File: src/hdl/u8v_pkg.sv
// shared types and constants for the utf-8 sequence validator
`timescale 1ns / 1ps

package u8v_pkg;

  localparam int unsigned MAX_SEQUENCE_BYTES = 4;
  localparam int unsigned MAX_RESULTS        = 4;

  typedef logic [2:0] status_t;

  localparam status_t ST_OK        = 3'd0;
  localparam status_t ST_BAD_LEAD  = 3'd1;
  localparam status_t ST_BAD_CONT  = 3'd2;
  localparam status_t ST_TRUNCATED = 3'd3;
  localparam status_t ST_RANGE     = 3'd4;
  localparam status_t ST_SURROGATE = 3'd5;

  localparam logic [7:0]  REPL_BYTE0 = 8'hEF;
  localparam logic [7:0]  REPL_BYTE1 = 8'hBF;
  localparam logic [7:0]  REPL_BYTE2 = 8'hBD;
  localparam logic [20:0] REPL_CP    = 21'h00FFFD;

  // one result item
  typedef struct packed {
    logic [7:0]  out_byte;
    logic [20:0] code_point;
    status_t     status;
    logic        is_last;
  } result_t;

  // open sequence bookkeeping
  typedef struct packed {
    logic [2:0] exp_len;
    logic [2:0] rcv_cnt;
  } seq_state_t;

  // write into the sequence byte store
  typedef struct packed {
    logic       en;
    logic [1:0] idx;
    logic [7:0] data;
  } byte_wr_t;

endpackage

File: src/hdl/u8v_decode.sv
// combinational step logic: classifies one byte and builds its result items
`timescale 1ns / 1ps

module u8v_decode (
  input  logic                 strict_mode,
  input  logic [7:0]           data_byte,
  input  logic                 end_of_input,
  input  u8v_pkg::seq_state_t  state,
  input  logic [7:0]           seq_byte0,
  input  logic [7:0]           seq_byte1,
  input  logic [7:0]           seq_byte2,
  output u8v_pkg::seq_state_t  state_nxt,
  output u8v_pkg::byte_wr_t    byte_wr,
  output u8v_pkg::result_t     results [u8v_pkg::MAX_RESULTS],
  output logic [2:0]           num_results
);

  logic               seq_open;
  logic               is_cont;
  logic [2:0]         lead_len;
  logic [2:0]         rcv_inc;
  logic [20:0]        cp;
  logic               overlong;
  logic               surrogate;
  logic               err_en;
  u8v_pkg::status_t   err_st;
  logic               ascii_en;
  logic               echo_en;
  u8v_pkg::status_t   fin_st;
  u8v_pkg::result_t   ascii_res;

  assign seq_open = (state.exp_len != 3'd0);
  assign is_cont  = (data_byte[7:6] == 2'b10);
  assign rcv_inc  = state.rcv_cnt + 3'd1;

  always_comb begin
    if (data_byte[7:5] == 3'b110) begin
      lead_len = 3'd2;
    end else if (data_byte[7:4] == 4'b1110) begin
      lead_len = 3'd3;
    end else if (data_byte[7:3] == 5'b11110) begin
      lead_len = 3'd4;
    end else begin
      lead_len = 3'd0;
    end
  end

  // code point of the sequence closed by this byte
  always_comb begin
    case (state.exp_len)
      3'd2:    cp = {10'd0, seq_byte0[4:0], data_byte[5:0]};
      3'd3:    cp = {5'd0, seq_byte0[3:0], seq_byte1[5:0], data_byte[5:0]};
      default: cp = {seq_byte0[2:0], seq_byte1[5:0], seq_byte2[5:0], data_byte[5:0]};
    endcase
  end

  always_comb begin
    case (state.exp_len)
      3'd2:    overlong = (cp < 21'h80);
      3'd3:    overlong = (cp < 21'h800);
      default: overlong = (cp < 21'h10000) || (cp > 21'h10FFFF);
    endcase
  end

  assign surrogate = (cp >= 21'h00D800) && (cp <= 21'h00DFFF);

  always_comb begin
    if (surrogate) begin
      fin_st = u8v_pkg::ST_SURROGATE;
    end else if (overlong) begin
      fin_st = u8v_pkg::ST_RANGE;
    end else begin
      fin_st = u8v_pkg::ST_OK;
    end
  end

  // decide what happens to this byte
  always_comb begin
    state_nxt = state;
    byte_wr   = '0;
    err_en    = 1'b0;
    err_st    = u8v_pkg::ST_OK;
    ascii_en  = 1'b0;
    echo_en   = 1'b0;
    if (end_of_input) begin
      if (seq_open) begin
        err_en    = 1'b1;
        err_st    = u8v_pkg::ST_TRUNCATED;
        state_nxt = '0;
      end
    end else if (seq_open && is_cont) begin
      byte_wr.en        = (state.rcv_cnt < 3'd3);
      byte_wr.idx       = state.rcv_cnt[1:0];
      byte_wr.data      = data_byte;
      state_nxt.rcv_cnt = rcv_inc;
      if (rcv_inc == state.exp_len) begin
        state_nxt = '0;
        if (fin_st == u8v_pkg::ST_OK) begin
          echo_en = 1'b1;
        end else begin
          err_en = 1'b1;
          err_st = fin_st;
        end
      end
    end else begin
      // bad continuation closes the open sequence, byte then starts afresh
      if (seq_open) begin
        err_en    = 1'b1;
        err_st    = u8v_pkg::ST_BAD_CONT;
        state_nxt = '0;
      end
      if (!data_byte[7]) begin
        ascii_en = 1'b1;
      end else if (lead_len != 3'd0) begin
        byte_wr.en        = 1'b1;
        byte_wr.idx       = 2'd0;
        byte_wr.data      = data_byte;
        state_nxt.exp_len = lead_len;
        state_nxt.rcv_cnt = 3'd1;
      end else if (!seq_open) begin
        // a bad lead that breaks an open sequence is dropped quietly
        err_en = 1'b1;
        err_st = u8v_pkg::ST_BAD_LEAD;
      end
    end
  end

  assign ascii_res = '{out_byte: data_byte, code_point: {13'd0, data_byte},
                       status: u8v_pkg::ST_OK, is_last: 1'b1};

  // place result items
  always_comb begin
    for (int i = 0; i < u8v_pkg::MAX_RESULTS; i++) begin
      results[i] = '0;
    end
    num_results = 3'd0;
    if (echo_en) begin
      results[0] = '{out_byte: seq_byte0, code_point: '0, status: u8v_pkg::ST_OK, is_last: 1'b0};
      results[1] = '{out_byte: seq_byte1, code_point: '0, status: u8v_pkg::ST_OK, is_last: 1'b0};
      results[2] = '{out_byte: seq_byte2, code_point: '0, status: u8v_pkg::ST_OK, is_last: 1'b0};
      results[state.exp_len[1:0] - 2'd1] =
        '{out_byte: data_byte, code_point: cp, status: u8v_pkg::ST_OK, is_last: 1'b1};
      num_results = state.exp_len;
    end else begin
      if (err_en) begin
        if (strict_mode) begin
          results[0] = '{out_byte: 8'd0, code_point: '0, status: err_st, is_last: 1'b1};
          num_results = 3'd1;
        end else begin
          results[0] = '{out_byte: u8v_pkg::REPL_BYTE0, code_point: '0,
                         status: err_st, is_last: 1'b0};
          results[1] = '{out_byte: u8v_pkg::REPL_BYTE1, code_point: '0,
                         status: err_st, is_last: 1'b0};
          results[2] = '{out_byte: u8v_pkg::REPL_BYTE2, code_point: u8v_pkg::REPL_CP,
                         status: err_st, is_last: 1'b1};
          num_results = 3'd3;
        end
      end
      if (ascii_en) begin
        results[num_results[1:0]] = ascii_res;
        num_results = num_results + 3'd1;
      end
    end
  end

endmodule

File: src/hdl/utf8_sequence_validator.sv
// top level of the utf-8 sequence validator: state, config and result queue
`timescale 1ns / 1ps

// Streaming UTF-8 checker and decoder. One byte enters per item on in_tdata;
// in_tlast marks the end of the stream and carries no byte (an open sequence
// is then reported truncated). ASCII bytes come back as one result item each.
// The bytes of a multi-byte character are held until the last one arrives and
// are then echoed as 2 to 4 result items, the last of which carries the code
// point in out_tdata and has out_tlast set. Errors (status on out_tuser) give
// one item with byte 0 when strict_mode is 1, or the three bytes EF BF BD
// otherwise; a bad continuation byte also gets handled as a new lead, so one
// input item can give up to four result items. Every input item is decoded
// in the cycle it is accepted and its results show from the next cycle on in
// a four-entry result register that drains one item per cycle while
// out_tready is high. A new input item is taken as soon as that register is
// empty or its last entry is being taken, so with no output stall the block
// runs at one byte per cycle while each byte gives at most one result, and
// otherwise at the output rate of one result item per cycle. strict_mode
// resets to 1 and may be written only while no item is in flight.
module utf8_sequence_validator (
  input  logic        clk,
  input  logic        rst_n,
  // config
  input  logic        cfg_wr_en,
  input  logic        cfg_wr_data,    // strict_mode
  // byte stream in
  input  logic        in_tvalid,
  output logic        in_tready,
  input  logic [7:0]  in_tdata,       // [7:0] data_byte
  input  logic        in_tlast,       // end_of_input
  // result stream out
  output logic        out_tvalid,
  input  logic        out_tready,
  output logic [31:0] out_tdata,      // [7:0] out_byte, [28:8] code_point, [31:29] zero
  output logic [2:0]  out_tuser,      // [2:0] status
  output logic        out_tlast       // is_last
);

  logic                 strict_r;
  u8v_pkg::seq_state_t  state_r;
  u8v_pkg::seq_state_t  state_nxt;
  logic [7:0]           seq_bytes_r [3];   // last byte of a 4-byte sequence is never stored
  u8v_pkg::byte_wr_t    byte_wr;

  u8v_pkg::result_t     dec_res [u8v_pkg::MAX_RESULTS];
  logic [2:0]           dec_num;

  // result queue: filled all at once, drained one item per cycle unless stalled
  u8v_pkg::result_t     res_r [u8v_pkg::MAX_RESULTS];
  logic [2:0]           cnt_r;
  logic [1:0]           head_r;
  u8v_pkg::result_t     head_res;

  logic                 in_fire;
  logic                 out_fire;

  assign out_fire  = out_tvalid && out_tready;
  assign in_tready = (cnt_r == 3'd0) || ((cnt_r == 3'd1) && out_tready);
  assign in_fire   = in_tvalid && in_tready;

  u8v_decode u_decode (
    .strict_mode  (strict_r),
    .data_byte    (in_tdata),
    .end_of_input (in_tlast),
    .state        (state_r),
    .seq_byte0    (seq_bytes_r[0]),
    .seq_byte1    (seq_bytes_r[1]),
    .seq_byte2    (seq_bytes_r[2]),
    .state_nxt    (state_nxt),
    .byte_wr      (byte_wr),
    .results      (dec_res),
    .num_results  (dec_num)
  );

  // config register
  always_ff @(posedge clk) begin
    if (!rst_n) begin
      strict_r <= 1'b1;
    end else if (cfg_wr_en) begin
      strict_r <= cfg_wr_data;
    end
  end

  // open sequence state
  always_ff @(posedge clk) begin
    if (!rst_n) begin
      state_r <= '0;
    end else if (in_fire) begin
      state_r <= state_nxt;
    end
  end

  // sequence byte store, no reset: every entry is written before its byte is used
  always_ff @(posedge clk) begin
    if (in_fire && byte_wr.en) begin
      seq_bytes_r[byte_wr.idx] <= byte_wr.data;
    end
  end

  // queue control
  always_ff @(posedge clk) begin
    if (!rst_n) begin
      cnt_r  <= 3'd0;
      head_r <= 2'd0;
    end else if (in_fire) begin
      cnt_r  <= dec_num;
      head_r <= 2'd0;
    end else if (out_fire) begin
      cnt_r  <= cnt_r - 3'd1;
      head_r <= head_r + 2'd1;
    end
  end

  // queue payload
  always_ff @(posedge clk) begin
    if (in_fire) begin
      for (int i = 0; i < u8v_pkg::MAX_RESULTS; i++) begin
        res_r[i] <= dec_res[i];
      end
    end
  end

  assign head_res   = res_r[head_r];
  assign out_tvalid = (cnt_r != 3'd0);
  assign out_tdata  = {3'd0, head_res.code_point, head_res.out_byte};
  assign out_tuser  = head_res.status;
  assign out_tlast  = head_res.is_last;

endmodule

File: config.mk
export PLATFORM = sky130hd
export DESIGN_NAME = utf8_sequence_validator
export DESIGN_NICKNAME = d
export VERILOG_FILES = /design/src/hdl/u8v_pkg.sv /design/src/hdl/u8v_decode.sv /design/src/hdl/utf8_sequence_validator.sv
export SDC_FILE = /design/constraint.sdc
export NUM_CORES = 1
export LEC_CHECK = 0
export ABC_AREA = 1
export BUFFER_PORTS_ARGS = -buffer_cell sky130_fd_sc_hd__clkbuf_2
export CORE_ASPECT_RATIO = 0.7
export CORE_MARGIN = 2
export CORE_UTILIZATION = 38
export CTS_CLUSTER_SIZE = 30
export DETAILED_ROUTE_END_ITERATION = 10
export GPL_TIMING_DRIVEN = 0
export PLACE_DENSITY_LB_ADDON = 0.12
export SYNTH_ARGS = -nofsm -noshare
export SYNTH_HDL_FRONTEND = slang
export SYNTH_SLANG_ARGS = --single-unit
File: constraint.sdc
create_clock -name clk -period 14.9 [get_ports clk]
set_input_delay 3.725 -clock clk [delete_from_list [all_inputs] [get_ports clk]]
set_output_delay 3.725 -clock clk [all_outputs]
set_load 0.005 [all_outputs]
==> results.md <==
- Post-layout util: between 40% and 50%
- Die width: 174 um
- Post_cts resized: 0
- Area grow syn2layout: 16.1%
- Cell repeated most along the worst path: clkbuf_2
- Post-route ant nets: 0
- Drt first pass iters: 5
- Leakage: ~3.5 nW
- Tot GR Track Use: 21.4%
- H-tree depth: 4
- Critical path cell sequence: clkbuf_2 -> nand3_1 -> nand2_1 -> clkbuf_2
- Initial antenna violation count: 0
- Max Used Layer: met4
- Register area share after synthesis: 61.0%
- Clk root buf: clkbuf_16
- Register clock-pin slew on the reported worst setup and hold paths: ~0.070 ns
- DRC violations left: 0
- Post-DR wirelength/cell: 20.0 um
- Post-route setup slack: 7.10 ns
- Die height: 123 um
- CP arrival: 4.08 ns
- CP peak stage delay: 0.11 ns
- Via count: 5976
- Mapped Cells: 768
- RSZ-0062 raised after global routing: false
- Syn_area_per_cell: around 10 sq um
- Slew HR: 20.6%
- Cell area after synthesis: 7700 sq um
- M1 WL: between 10000 and 15000 um
- Reg2Reg Setup Slack: between 10 and 15 ns
- CP Class: input pin to output port
- Total Wirelength: 22400 um
- Post-DP HPWL: 16100 um
- Pwr dens: 168 nW/um^2
- Antenna cell count: 0
- Synth Register Bits: roughly 160
- FP Rows: 43
- Routed wl met2: 9660 um
- Setup crit end kind: output port
- Hold Vio Cnt, Final: 0
- Distinct cells, synth: 48
- Clk Latency, worst-skew pair: 0.43 ns
- Port Buf Inserts: 49
- Fmax: approximately 130 MHz
- Vias in the first global route: 5569
- CP max-delay cell: clkbuf_2
- Most common cell after layout, fill and taps aside: nor2_1
- Commonest non-fill, non-tap cells in the layout: nor2_1, edfxtp_1, nand2_1, o21ai_0, inv_1
- Overflow after GRT: 0
- Total core area: 19900 sq um
- Fin. max-slew vios: 0
- # Max-Cap Violations: 0
- Metal3 WL: 1760 um
- Fin Setup TNS: 0 ns
- Setup Skew: 0.0124 ns
- Yosys warns: 0
- Period utilization: 52.4%
- Die area: 21400 sq um
- Worst min path class: flip-flop to flip-flop
- Clk buf depth: 2
- CTS tree: yes
- DR iter-0 viols: 613
- Status: finished clean
- Worst Path Buf+Inv: 2
- Pre-CTS setup slack: 7.11 ns
- Hold Buf Count CTS: 0
- Ys flop type: edfxtp_1
- Tmin final: 7.80 ns
- Setup-failing EPs final: 0
- Layout cells sized above 1: 15.3%
- Initial Util: roughly 39%
- Largest delay share family, worst path: buffers and inverters
- CP max FO: 2
- Setup bufs post-CTS: 0
- Ys async rst share: 0%
- Nets@finish: 858
- Routed vias/inst: 5.33
- CP Data Required Time: about 11 ns
- Total CTS buffers: 17
- Largest net degree at the start of global routing: 79
- Slew @ Worst Pin: 1.18 ns
- First-pass GRT wire length: approximately 34000 um
- CTS sink cnt: 161
- VDD IR max: around 0.000095 V
- Final hold slack: 0.466 ns
- Startpoint types: input pin
- Post-synth EDFFs: 147
- RePlAce Congestion: 0.886
- Top-level port count: 53
## layer usage
layer | global-route usage (%) | up-vias
li1 | - | 2806
met2 | 31.7 | 222
met3 | 5.10 | 16
met5 | 0 | -
met1 | 32.1 | 2932
met4 | 4.67 | 0
## stage by stage
step,cell area [sq um],power (mW),cells
floorplan,7710,0.904,770
global placement,8290,1.06,1089
detailed placement,8320,1.05,1090
CTS,8940,1.51,1122
finish,8940,1.50,1122
global route,8940,1.58,1122
## logic make-up after synthesis
logic type,after synthesis,share of synthesized area [%]
compound gates,152,12.6
xor+xnor,5,0.569
fa+ha+maj,4,0.650
buf+inv,109,6.09
flops,161,61.0
other cells,1,0.0487
simple gates,336,19.1
## final cells by class
type / instances / area [sq um]
Buffer: 38 / 198
Sequential cell: 161 / 4690
Clock buffer: 21 / 460
Clock inverter: 11 / 155
Fill cell: 1894 / 10900
Inverter: 71 / 277
Multi-Input combinational cell: 500 / 2540
Timing Repair Buffer: 50 / 273
Tap cell: 270 / 338
## Yosys cell counts (2+ instances only)
| cell type | count | area [sq um] |
|---|---|---|
| a21oi_1 | 18 | 90.1 |
| buf_1 | 5 | 18.8 |
| buf_2 | 5 | 25.0 |
| buf_4 | 5 | 37.5 |
| buf_6 | 4 | 45.0 |
| clkbuf_1 | 19 | 71.3 |
| clkinv_1 | 3 | 11.3 |
| dfxtp_1 | 14 | 280 |
| edfxtp_1 | 147 | 4410 |
| ha_1 | 4 | 50.1 |
| inv_1 | 63 | 236 |
| inv_2 | 3 | 11.3 |
| inv_4 | 2 | 12.5 |
| nand2_1 | 74 | 278 |
| nand2_2 | 7 | 43.8 |
| nand2_4 | 3 | 33.8 |
| nand3_1 | 33 | 165 |
| nand4_1 | 4 | 25.0 |
| nor2_1 | 192 | 721 |
| nor2_2 | 3 | 18.8 |
| nor2_4 | 3 | 33.8 |
| nor3_1 | 5 | 25.0 |
| nor3b_1 | 2 | 15.0 |
| o211ai_1 | 15 | 113 |
| o211ai_2 | 2 | 25.0 |
| o21ai_0 | 65 | 325 |
| o21ai_1 | 8 | 40.0 |
| o21ai_2 | 3 | 26.3 |
| o21bai_1 | 5 | 37.5 |
| o221ai_1 | 6 | 52.6 |
| o22ai_1 | 5 | 31.3 |
| o31ai_1 | 3 | 22.5 |
| o32ai_1 | 18 | 158 |
| or2_1 | 3 | 18.8 |
| xor2_1 | 4 | 35.0 |
## registers in the layout, indices dropped and copies added, names as in the netlist, named ones only
name and cells:
res_r 123, seq_bytes_r 24, state_r 6, cnt_r 3
head_r 2, strict_r 1
## worst paths after layout
path / from / endpoint / depth (start not counted)
max reg2reg: state_r[3]$_SDFFE_PN0P_ / res_r[0][26]$_DFFE_PP_ / 13
min reg2reg: cnt_r[1]$_SDFFE_PN0P_ / cnt_r[1]$_SDFFE_PN0P_ / 2
min: cnt_r[1]$_SDFFE_PN0P_ / cnt_r[1]$_SDFFE_PN0P_ / 2
max: out_tready / in_tready / 4
## tightest hold or removal path, cell delays in order (launching register included)
cell and delay [ns]:
dfxtp_1 0.31, nand2_1 0.06, a21oi_1 0.05
## report_power, final
group | internal, mW | leakage, nW | switching (mW)
clock network | 0.274 | 0.286 | 0.183
registers | 0.636 | 1.53 | 0.0316
logic | 0.120 | 1.70 | 0.254
total | 1.03 | 3.52 | 0.468
Note: power is estimated with default switching activity, not from simulation.
